**src/design/itra_pkg.sv**
```systemverilog
// shared types, constants and the digit character lookup for the radix ascii unit
package itra_pkg;

    localparam int IN_VALUE_BITS = 32;
    localparam int BASE_BITS     = 5;
    localparam int FLAG_BITS     = 2;
    localparam int DIGIT_BITS    = 4;
    localparam int CHAR_BITS     = 7;

    // format flag bit positions
    localparam int FLAG_UNSIGNED = 0;
    localparam int FLAG_LOWER    = 1;

    localparam logic [BASE_BITS-1:0] BASE_MIN = 5'd2;
    localparam logic [BASE_BITS-1:0] BASE_MAX = 5'd16;

    localparam logic [CHAR_BITS-1:0] CHAR_MINUS = 7'h2D;
    localparam logic [CHAR_BITS-1:0] CHAR_ZERO  = 7'h30;
    localparam logic [CHAR_BITS-1:0] CHAR_UPPER = 7'h41;
    localparam logic [CHAR_BITS-1:0] CHAR_LOWER = 7'h61;
    localparam logic [DIGIT_BITS-1:0] DIGIT_TEN = 4'd10;

    typedef struct packed {
        logic [IN_VALUE_BITS-1:0] value;
        logic [BASE_BITS-1:0]     base;
        logic [FLAG_BITS-1:0]     format_flags;
    } in_item_t;

    typedef struct packed {
        logic [CHAR_BITS-1:0] character;
        logic                 last;
    } out_item_t;

    typedef enum logic [2:0] {
        ST_IDLE,
        ST_NEGATE,
        ST_DIVIDE,
        ST_READ,
        ST_EMIT
    } state_t;

    // digit 0..15 to its ascii character
    function automatic logic [CHAR_BITS-1:0] digit_char(
        input logic [DIGIT_BITS-1:0] digit,
        input logic                  lower
    );
        logic [CHAR_BITS-1:0] letter_base;
        letter_base = lower ? CHAR_LOWER : CHAR_UPPER;
        if (digit < DIGIT_TEN)
        begin
            return CHAR_ZERO + CHAR_BITS'(digit);
        end
        return letter_base + CHAR_BITS'(digit - DIGIT_TEN);
    endfunction

endpackage

```
**src/design/itra_digit_stack.sv**
```systemverilog
// digit stack memory with one write port and a registered read port
module itra_digit_stack #(
    parameter int DEPTH = 32
) (
    input  logic                              clk,
    input  logic                              wr_en,
    input  logic [$clog2(DEPTH)-1:0]          wr_addr,
    input  logic [itra_pkg::DIGIT_BITS-1:0]   wr_data,
    input  logic                              rd_en,
    input  logic [$clog2(DEPTH)-1:0]          rd_addr,
    output logic [itra_pkg::DIGIT_BITS-1:0]   rd_data
);

    logic [itra_pkg::DIGIT_BITS-1:0] mem [DEPTH];
    logic [itra_pkg::DIGIT_BITS-1:0] rd_data_reg;

    always_ff @(posedge clk)
    begin
        if (wr_en)
        begin
            mem[wr_addr] <= wr_data;
        end
        if (rd_en)
        begin
            rd_data_reg <= mem[rd_addr];
        end
    end

    assign rd_data = rd_data_reg;

endmodule

```
**src/design/integer_to_radix_ascii_unit.sv**
```systemverilog
// top level: integer to radix ascii text converter with a bit-serial divider
//
//   channel   signals                        direction   handshake
//   request   start, busy, request           in          taken when start && !busy
//   result    strobe, result                 out         one cycle per character, no stall
//
// operation:
//   the restoring divider yields one quotient bit per cycle, one full pass over the value per digit
//   a negative signed value first goes through a bit-serial two's complement pass
//   characters leave on consecutive cycles; busy drops as the last one is shown
//   reset returns to idle and clears the strobe; the stack needs no clearing
module integer_to_radix_ascii_unit #(
    parameter int VALUE_BITS = 32
) (
    input  logic                clk,
    input  logic                rst_n,
    input  logic                start,
    output logic                busy,
    input  itra_pkg::in_item_t  request,
    output logic                strobe,
    output itra_pkg::out_item_t result
);

    localparam int CW = $clog2(VALUE_BITS);      // bit counter and stack address
    localparam int NW = $clog2(VALUE_BITS + 1);  // digit count, holds VALUE_BITS
    localparam int BB = itra_pkg::BASE_BITS;
    localparam int DB = itra_pkg::DIGIT_BITS;

    itra_pkg::state_t state_reg, state_next;

    logic [VALUE_BITS-1:0] shift_reg, shift_next;   // magnitude, then quotient
    logic [BB-1:0]         rem_reg, rem_next;       // partial remainder
    logic [BB-1:0]         base_reg, base_next;
    logic                  carry_reg, carry_next;   // negate carry
    logic                  nz_reg, nz_next;         // quotient has a set bit
    logic [CW-1:0]         bit_cnt_reg, bit_cnt_next;
    logic [NW-1:0]         dig_cnt_reg, dig_cnt_next;
    logic                  neg_reg, neg_next;
    logic                  lower_reg, lower_next;
    logic                  strobe_reg, strobe_next;
    itra_pkg::out_item_t   result_reg, result_next;

    // input value zero extended or truncated to the working width
    logic [VALUE_BITS+itra_pkg::IN_VALUE_BITS-1:0] value_wide;
    logic [VALUE_BITS-1:0]                         value_ext;
    logic [BB-1:0]                                 base_clamped;

    // divider step
    logic [BB-1:0] rem_shift;
    logic          quot_bit;
    logic [BB-1:0] rem_step;
    logic          bit_last;
    logic [NW-1:0] dig_cnt_dec;

    // stack port
    logic          wr_en;
    logic          rd_en;
    logic [DB-1:0] rd_data;

    assign value_wide = {{VALUE_BITS{1'b0}}, request.value};
    assign value_ext  = value_wide[VALUE_BITS-1:0];

    always_comb
    begin
        if (request.base < itra_pkg::BASE_MIN)
        begin
            base_clamped = itra_pkg::BASE_MIN;
        end
        else if (request.base > itra_pkg::BASE_MAX)
        begin
            base_clamped = itra_pkg::BASE_MAX;
        end
        else
        begin
            base_clamped = request.base;
        end
    end

    // restoring division: bring in the next dividend bit, subtract base if it fits
    assign rem_shift   = {rem_reg[BB-2:0], shift_reg[VALUE_BITS-1]};
    assign quot_bit    = (rem_shift >= base_reg);
    assign rem_step    = quot_bit ? (rem_shift - base_reg) : rem_shift;
    assign bit_last    = (bit_cnt_reg == CW'(VALUE_BITS - 1));
    assign dig_cnt_dec = dig_cnt_reg - NW'(1);

    itra_digit_stack #(
        .DEPTH (VALUE_BITS)
    ) u_stack (
        .clk     (clk),
        .wr_en   (wr_en),
        .wr_addr (dig_cnt_reg[CW-1:0]),
        .wr_data (rem_step[DB-1:0]),
        .rd_en   (rd_en),
        .rd_addr (dig_cnt_dec[CW-1:0]),
        .rd_data (rd_data)
    );

    always_ff @(posedge clk or negedge rst_n)
    begin
        if (!rst_n)
        begin
            state_reg  <= itra_pkg::ST_IDLE;
            strobe_reg <= 1'b0;
        end
        else
        begin
            state_reg  <= state_next;
            strobe_reg <= strobe_next;
        end
    end

    // datapath registers carry no reset
    always_ff @(posedge clk)
    begin
        shift_reg   <= shift_next;
        rem_reg     <= rem_next;
        base_reg    <= base_next;
        carry_reg   <= carry_next;
        nz_reg      <= nz_next;
        bit_cnt_reg <= bit_cnt_next;
        dig_cnt_reg <= dig_cnt_next;
        neg_reg     <= neg_next;
        lower_reg   <= lower_next;
        result_reg  <= result_next;
    end

    always_comb
    begin
        state_next   = state_reg;
        shift_next   = shift_reg;
        rem_next     = rem_reg;
        base_next    = base_reg;
        carry_next   = carry_reg;
        nz_next      = nz_reg;
        bit_cnt_next = bit_cnt_reg;
        dig_cnt_next = dig_cnt_reg;
        neg_next     = neg_reg;
        lower_next   = lower_reg;
        strobe_next  = 1'b0;
        result_next  = result_reg;
        wr_en        = 1'b0;
        rd_en        = 1'b0;

        case (state_reg)
            itra_pkg::ST_IDLE:
            begin
                if (start)
                begin
                    shift_next   = value_ext;
                    neg_next     = !request.format_flags[itra_pkg::FLAG_UNSIGNED]
                                   && value_ext[VALUE_BITS-1];
                    lower_next   = request.format_flags[itra_pkg::FLAG_LOWER];
                    base_next    = base_clamped;
                    rem_next     = '0;
                    nz_next      = 1'b0;
                    carry_next   = 1'b1;
                    bit_cnt_next = '0;
                    dig_cnt_next = '0;
                    if (!request.format_flags[itra_pkg::FLAG_UNSIGNED]
                        && value_ext[VALUE_BITS-1])
                    begin
                        state_next = itra_pkg::ST_NEGATE;
                    end
                    else
                    begin
                        state_next = itra_pkg::ST_DIVIDE;
                    end
                end
            end

            itra_pkg::ST_NEGATE:
            begin
                // invert and add one, lsb first, rotating right
                shift_next = {~shift_reg[0] ^ carry_reg, shift_reg[VALUE_BITS-1:1]};
                carry_next = ~shift_reg[0] & carry_reg;
                if (bit_last)
                begin
                    bit_cnt_next = '0;
                    state_next   = itra_pkg::ST_DIVIDE;
                end
                else
                begin
                    bit_cnt_next = bit_cnt_reg + CW'(1);
                end
            end

            itra_pkg::ST_DIVIDE:
            begin
                shift_next = {shift_reg[VALUE_BITS-2:0], quot_bit};
                rem_next   = rem_step;
                nz_next    = nz_reg | quot_bit;
                if (bit_last)
                begin
                    // remainder is the digit, quotient stays for the next pass
                    wr_en        = 1'b1;
                    dig_cnt_next = dig_cnt_reg + NW'(1);
                    rem_next     = '0;
                    nz_next      = 1'b0;
                    bit_cnt_next = '0;
                    if (!(nz_reg | quot_bit))
                    begin
                        state_next = itra_pkg::ST_READ;
                    end
                end
                else
                begin
                    bit_cnt_next = bit_cnt_reg + CW'(1);
                end
            end

            itra_pkg::ST_READ:
            begin
                // fetch the top digit, show the sign meanwhile
                rd_en        = 1'b1;
                dig_cnt_next = dig_cnt_dec;
                if (neg_reg)
                begin
                    strobe_next           = 1'b1;
                    result_next.character = itra_pkg::CHAR_MINUS;
                    result_next.last      = 1'b0;
                end
                state_next = itra_pkg::ST_EMIT;
            end

            itra_pkg::ST_EMIT:
            begin
                strobe_next           = 1'b1;
                result_next.character = itra_pkg::digit_char(rd_data, lower_reg);
                result_next.last      = (dig_cnt_reg == '0);
                if (dig_cnt_reg != '0)
                begin
                    rd_en        = 1'b1;
                    dig_cnt_next = dig_cnt_dec;
                end
                else
                begin
                    state_next = itra_pkg::ST_IDLE;
                end
            end

            default:
            begin
                state_next = itra_pkg::ST_IDLE;
            end
        endcase
    end

    assign busy   = (state_reg != itra_pkg::ST_IDLE);
    assign strobe = strobe_reg;
    assign result = result_reg;

endmodule

```
**config.mk**
```make
export PLATFORM = sky130hd
export DESIGN_NAME = integer_to_radix_ascii_unit
export DESIGN_NICKNAME = d
export VERILOG_FILES = /design/src/design/itra_pkg.sv /design/src/design/itra_digit_stack.sv /design/src/design/integer_to_radix_ascii_unit.sv
export SDC_FILE = /design/constraint.sdc
export NUM_CORES = 1
export LEC_CHECK = 0
export BUFFER_PORTS_ARGS = -buffer_cell sky130_fd_sc_hd__buf_4
export CAP_MARGIN = 10
export CORE_MARGIN = 2
export CORE_UTILIZATION = 50
export CTS_CLUSTER_DIAMETER = 30
export DETAILED_ROUTE_END_ITERATION = 10
export GPL_ROUTABILITY_DRIVEN = 0
export GPL_TIMING_DRIVEN = 0
export PLACE_DENSITY = 0.7
export SYNTH_ARGS = -nofsm -noshare
export SYNTH_HDL_FRONTEND = slang
export SYNTH_HIERARCHICAL = 1
export SYNTH_SLANG_ARGS = --single-unit
```
**constraint.sdc**
```tcl
create_clock -name clk -period 3.5 [get_ports clk]
set_input_delay 0.175 -clock clk [delete_from_list [all_inputs] [get_ports clk]]
set_output_delay 0.175 -clock clk [all_outputs]
set_load 0.02 [all_outputs]
```
# == After elaboration in Yosys (flattened, before gate mapping) ==
# Memory sizes are Yosys's and may differ from the RTL's. A register that Yosys moved wholly into a read port is not among the register bits.
# Cells that the tools add are included.
# op_classes
add_sub_neg,7
n_lt_le_gt_ge,4
eq_ne,12
muxes,40
n_bitwise,4
reduce_logical,22
# ops
op,n
case mux 32 bit (3 select lines),1
2-to-1 mux 32 bit,1
2-to-1 mux 6 bit,4
case mux 6 bit (4 select lines),1
case mux 8 bit (2 select lines),1
2-to-1 mux 3 bit,5
2-to-1 mux 5 bit,3
case mux 3 bit (5 select lines),1
2-to-1 mux 7 bit,2
"inequality test 2 bit, second input constant",7
AND reduction 2 bit,6
2-to-1 mux 1 bit,11
case mux 5 bit (2 select lines),1
2-to-1 mux 4 bit,2
2-to-1 mux 8 bit,1
case mux 1 bit (2 select lines),4
case mux 4 bit (2 select lines),1
nonzero test 2 bit,4
"adder 6 x 4 -> 7 bit, first input constant",1
adder 7 bit,1
"adder 6 x 1 -> 6 bit, second input constant",1
"equality test 3 x 2 -> 1 bit, second input constant",2
zero test 6 bit,1
nonzero test 3 bit,2
24 further kinds,25
# totals
regBits,68
ram_bits,128
input_bits,42
output_inout_bits,10
elab_cells,104
memories,1
# mem_list
name,words,width,rd,rd_clocked_by_memory_dff,wr,line_no,text
u_stack.mem,32,4,1,1,1,itra_digit_stack.sv:14,logic [itra_pkg::DIGIT_BITS-1:0] mem [DEPTH];

# == Logic depth before layout (Yosys ltp) ==
# logic_depth
depth_word,5
ltp_mapped,9
ltp_nobuf,8

# == Modules after synthesis ==
# The synthesis kept the hierarchy.
# modules_own_cells
module,instances,cells_per_inst,area_each_um2,seq_area_each_um2
itra_digit_stack,1,231,5178.7,3963.8
integer_to_radix_ascii_unit,1,362,3837.4,2021.9

# == Least setup slack after synthesis ==
# No wires, ideal clock.
# synth_timing
path_kind,reg-to-reg
startpoint,reg state_reg[0]
endpoint,"reg shift_reg[0], enable pin"
setup_time_ns,0.470
arrival_ns,3.066
t_required_ns,3.030
setup_slack_ns,-0.036
path_stages_with_launch,4
n_path_buf,1
synth_period_minus_slack_ns,3.536
path_cell_list,dfrtp_1 buf_2 nor3_1 a211oi_1
# synth_between
elab_chain_len,3
elab_cells_between_ends,6
cone_classes,3 x eq/ne; 3 x reduce/logical
# synth_lines
item,line_no,text
from (decl),integer_to_radix_ascii_unit.sv:29,"itra_pkg::state_t state_reg, state_next;"
from (signal assigned),integer_to_radix_ascii_unit.sv:102,state_reg <= itra_pkg::ST_IDLE;
from (signal assigned),integer_to_radix_ascii_unit.sv:107,state_reg <= state_next;
"equality test 3 x 2 -> 1 bit, or another cell as far along",integer_to_radix_ascii_unit.sv:144,case (state_reg)
nonzero test 3 bit (no line) / inequality test 2 bit (equally long branches),-,
AND reduction 2 bit (no line) (*),-,
to (signal assigned),integer_to_radix_ascii_unit.sv:115,shift_reg <= shift_next;
to (decl),integer_to_radix_ascii_unit.sv:31,"logic [VALUE_BITS-1:0] shift_reg, shift_next;"
# Every way passes the cells marked *; elsewhere a longest branch is shown, timed or not.
# A chain may end at the register's enable or synchronous reset.

# == Worst setup path in the final report ==
# layout_timing
startpoint,reg dig_cnt_reg[2]
endpoint,"reg u_stack.rd_data_reg (netlist bit u_stack/rd_data[0]), read port of u_stack.mem, data pin"
# layout_between
elab_cells_between_ends,4
cone_classes,1 x add/sub; 2 x mux; 1 x reduce/logical
# layout_rtl
item,line_no,text
from (decl),integer_to_radix_ascii_unit.sv:37,"logic [NW-1:0] dig_cnt_reg, dig_cnt_next;"
from (signal assigned),integer_to_radix_ascii_unit.sv:121,dig_cnt_reg <= dig_cnt_next;
subtractor 6 x 1 -> 6 bit,integer_to_radix_ascii_unit.sv:84,assign dig_cnt_dec = dig_cnt_reg - NW'(1);
net dig_cnt_dec[2],integer_to_radix_ascii_unit.sv:53,logic [NW-1:0] dig_cnt_dec;
to (decl),itra_digit_stack.sv:15,logic [itra_pkg::DIGIT_BITS-1:0] rd_data_reg;
# The timed path passes the listed nets, and every way through them passes these cells.

==> summary.md <==
| Metric | Value |
|---|---|
| Run status | finished clean |
| Most used DFF post-synth | edfxtp_1 |
| # Post-CTS Setup Buffers | 0 |
| Syn Inst Count | 593 |
| Peak supply drop | 0.0004639 V |
| Gr ovfl total | 0 |
| IO Port Bufs | 51 |
| Critical-path top delay cell | edfxtp_1 |
| R2R Setup Slk | 0.18 ns |
| Warnings from Yosys | 6 |
| Kind of end point of the critical path | flip-flop |
| Core footprint | 17,840 sq um |
| Flop pwr share | 47.7% |
| Rel. slew slack | 34.24% |
| Vias in the first global route | 5,332 |
| Flops & latches, synth | 200 |
| Internal power | 5.393 mW |
| Vias per Instance | 5.896 |
| Clk buf depth | 2 |
| CP dominant cell by count | mux4_2 |
| Layout net count | 736 |
| Max Freq | 301.6 MHz |
| Min Hold Slack | 0.006730 ns |
| Die footprint | 19,120 sq um |
| Final Hold Fails | 0 |
| Net Count, Synth | 653 |
| Clock-pin slew on the worst setup and hold paths | 0.07 ns |
| Mapped Area | 9016 sq um |
| Least-Margin Pin Slew | 0.9761 ns |
| Post-route cell area | 10,430 sq um |
| GRT Util Overall | 19.39% |
| CTS buffer count | 17 |
| Global-route wire length before repair | 28.61 mm |
| WL per Instance | 19.67 um |
| Initial core utilization | 50.54% |
| Dominant delay contributor by cell family on the critical path | multiplexers |
| Largest net degree at the start of global routing | 33 |
| Period minus WS final | 3.315 ns |
| Sw frac | 31.79% |
| Fill cells | 1,325 |
| Vias | 5,407 |
| Die W | 138.3 um |
| FF-to-FF Start | dig_cnt_reg[2] |
| Final setup viols | 0 |
| Max cap viols | 0 |
| Post-Syn Area per Cell | 15.20 sq um |
| Drt pass-1 iters | 6 |
| Post-synth ARST share | 2.000% |
| Yosys cell types | 57 |
| Share of post-route cells with drive strength above 1 | 24.13% |
| Hold wc startpoint | request[24] |
| Hold Crit Class | in2reg |
| Clock power frac | 22.9% |
| Max reg flops | 128 |
| Comb power frac | 29.4% |
| Row Count | 49 |
| Slew Limit Fails | 0 |
| 1st-iter DRT viols | 543 |
| P&R area growth vs syn | 15.63% |
| Final worst path period share | 94.72% |
| EDFF count, synth | 196 |
| Worst clock skew | 0.01073 ns |
| LEAKAGE | 3.742 nW |
| Sequential area share after synthesis | 66.39% |
| Worst EP required | 3.68 ns |
| Detail Route Antenna Nets | 0 |
| Dpl cells | 877 |
| Crit path arrival time | 3.50 ns |
| WS Path Type | reg2reg |
| Cell Area, Placed | 9782 sq um |
| CTS tree | done |
| Clock Sink Count | 200 |
| Final HPWL DP | 12.71 mm |
| CP Launch Type | flip-flop |
| Max incr delay on CP | 0.58 ns |
| DRC viols | 0 |
| Die Y | 138.3 um |
| Ant diodes | 0 |
| Crit path launch | dig_cnt_reg[2] |
| DRT Wirelength | 18.04 mm |
| P_sw | 2.514 mW |
| Clock latency at the later pin of the worst-skew pair | 0.44 ns |
| Antenna violations before repair | 0 |
| Critical-path cell list | clkbuf_1, xor2_1, buf_2, mux4_2, mux4_2, mux2_2 |
| I/O pins | 52 |
| Root Driver | clkbuf_16 |
| Buf+Inv Stages, Crit Path | 2 |
| Non-filler cells, final | 917 |
| RSZ-0062 raised after global routing | false |
| # H-tree levels | 4 |
| Max Fanout on Critical Path | 10 |
| Power per cell area | 758.4 nW/um^2 |
[metrics by stage]
stage	TNS, ns	util [%]	power [mW]	setup slack (ns)
2_1_floorplan	0	-	5.266	0.3380
3_3_place_gp	-125.96	54.32	5.848	-1.430
3_5_place_dp	0	54.83	6.128	0.01251
4_1_cts	0	58.44	7.942	0.02032
5_1_grt	0	58.43	8.306	0.07716
6_report	0	58.43	7.906	0.1847
[layout make-up]
cell class,instances,area (sq um),area share [%]
Sequential cell,200,5986,57.42
Multi-Input combinational cell,343,2804,26.90
Timing Repair Buffer,65,555.5,5.329
Clock buffer,17,425.4,4.081
Tap cell,229,286.5,2.748
Buffer,28,171.4,1.644
Clock inverter,14,117.6,1.128
Inverter,21,78.83,0.7561
[logic make-up (layout without fill, tap and decap cells)]
group                      count (synthesis)  after routing  share of synthesized area [%]
xor gates and xnor gates                  12             12                          1.166
adders and majority gates                 18             18                          2.581
and+or+nand+nor                          188            188                          10.23
AOI/OAI and AO/OA                         79             79                          6.134
muxes                                     46             46                          10.73
DFF                                      200            200                          66.39
buffers and inverters                     50            145                          2.775
[worst min-delay path, stage by stage]
cell	delay (ns)
buf_4	0.07
nand2_1	0.04
nand2_1	0.05
[cell usage after synthesis (7+ instances only)]
| library cell | n | area, sq um |
|---|---|---|
| nand2_1 | 80 | 300.3 |
| inv_1 | 21 | 78.83 |
| clkbuf_1 | 8 | 30.03 |
| nand3_1 | 8 | 40.04 |
| ha_1 | 17 | 212.7 |
| mux4_2 | 40 | 900.9 |
| edfxtp_1 | 196 | 5886 |
| a22oi_1 | 32 | 240.2 |
| nand3b_1 | 8 | 60.06 |
| nor2_1 | 48 | 180.2 |
| nor3_1 | 7 | 35.03 |
| a21oi_1 | 7 | 35.03 |
| o21ai_0 | 14 | 70.07 |
| buf_2 | 11 | 55.05 |
[timing repair]
action / 4_1_cts / 5_1_grt
setup endpoints to repair: 2 / 24
resized for setup: 1 / 3
hold buffers: 10 / 0
hold endpoints to repair: 13 / 0
cloned: 0 / 0
[path summary, 6_finish.rpt]
path	to	depth (start not counted)
max in group asynchronous	state_reg[1]	2
min in group asynchronous	strobe	2
min reg2reg	strobe	2
max	u_stack/rd_data[0]	6
max reg2reg	u_stack/rd_data[0]	6
min	shift_reg[17]	3
[per-layer routing]
| metal | GRT usage (%) | up-vias | routed length, um |
|---|---|---|---|
| met3 | 4.053 | 33 | 1015 |
| met5 | 0 | - | 0 |
| li1 | - | 2453 | - |
| met1 | 26.09 | 2724 | 7610 |
| met4 | 8.378 | 0 | 446 |
| met2 | 31.03 | 197 | 8969 |
[power groups by stage]
stage	sequential [mW]	combinational [mW]	clock (mW)
2_1_floorplan	3.77	1.50	0
3_3_place_gp	3.83	2.02	0
3_5_place_dp	3.81	2.32	0
4_1_cts	3.76	2.33	1.85
5_1_grt	3.80	2.55	1.96
6_report	3.77	2.32	1.81
[cells in the final DEF, fill, tap and decap left out, types with 7 or more instances in the layout]
master,netlist,layout
a21oi_1,7,7
a22oi_1,32,32
buf_2,11,12
buf_4,1,52
clkbuf_16,0,17
dlygate4sd3_1,0,10
edfxtp_1,196,196
ha_1,17,17
inv_1,21,21
mux4_2,40,40
nand2_1,80,80
nand3_1,8,8
nand3b_1,8,8
nor2_1,48,48
nor3_1,7,7
o21ai_0,14,13
No activity file was read; power rests on OpenSTA's default activity.
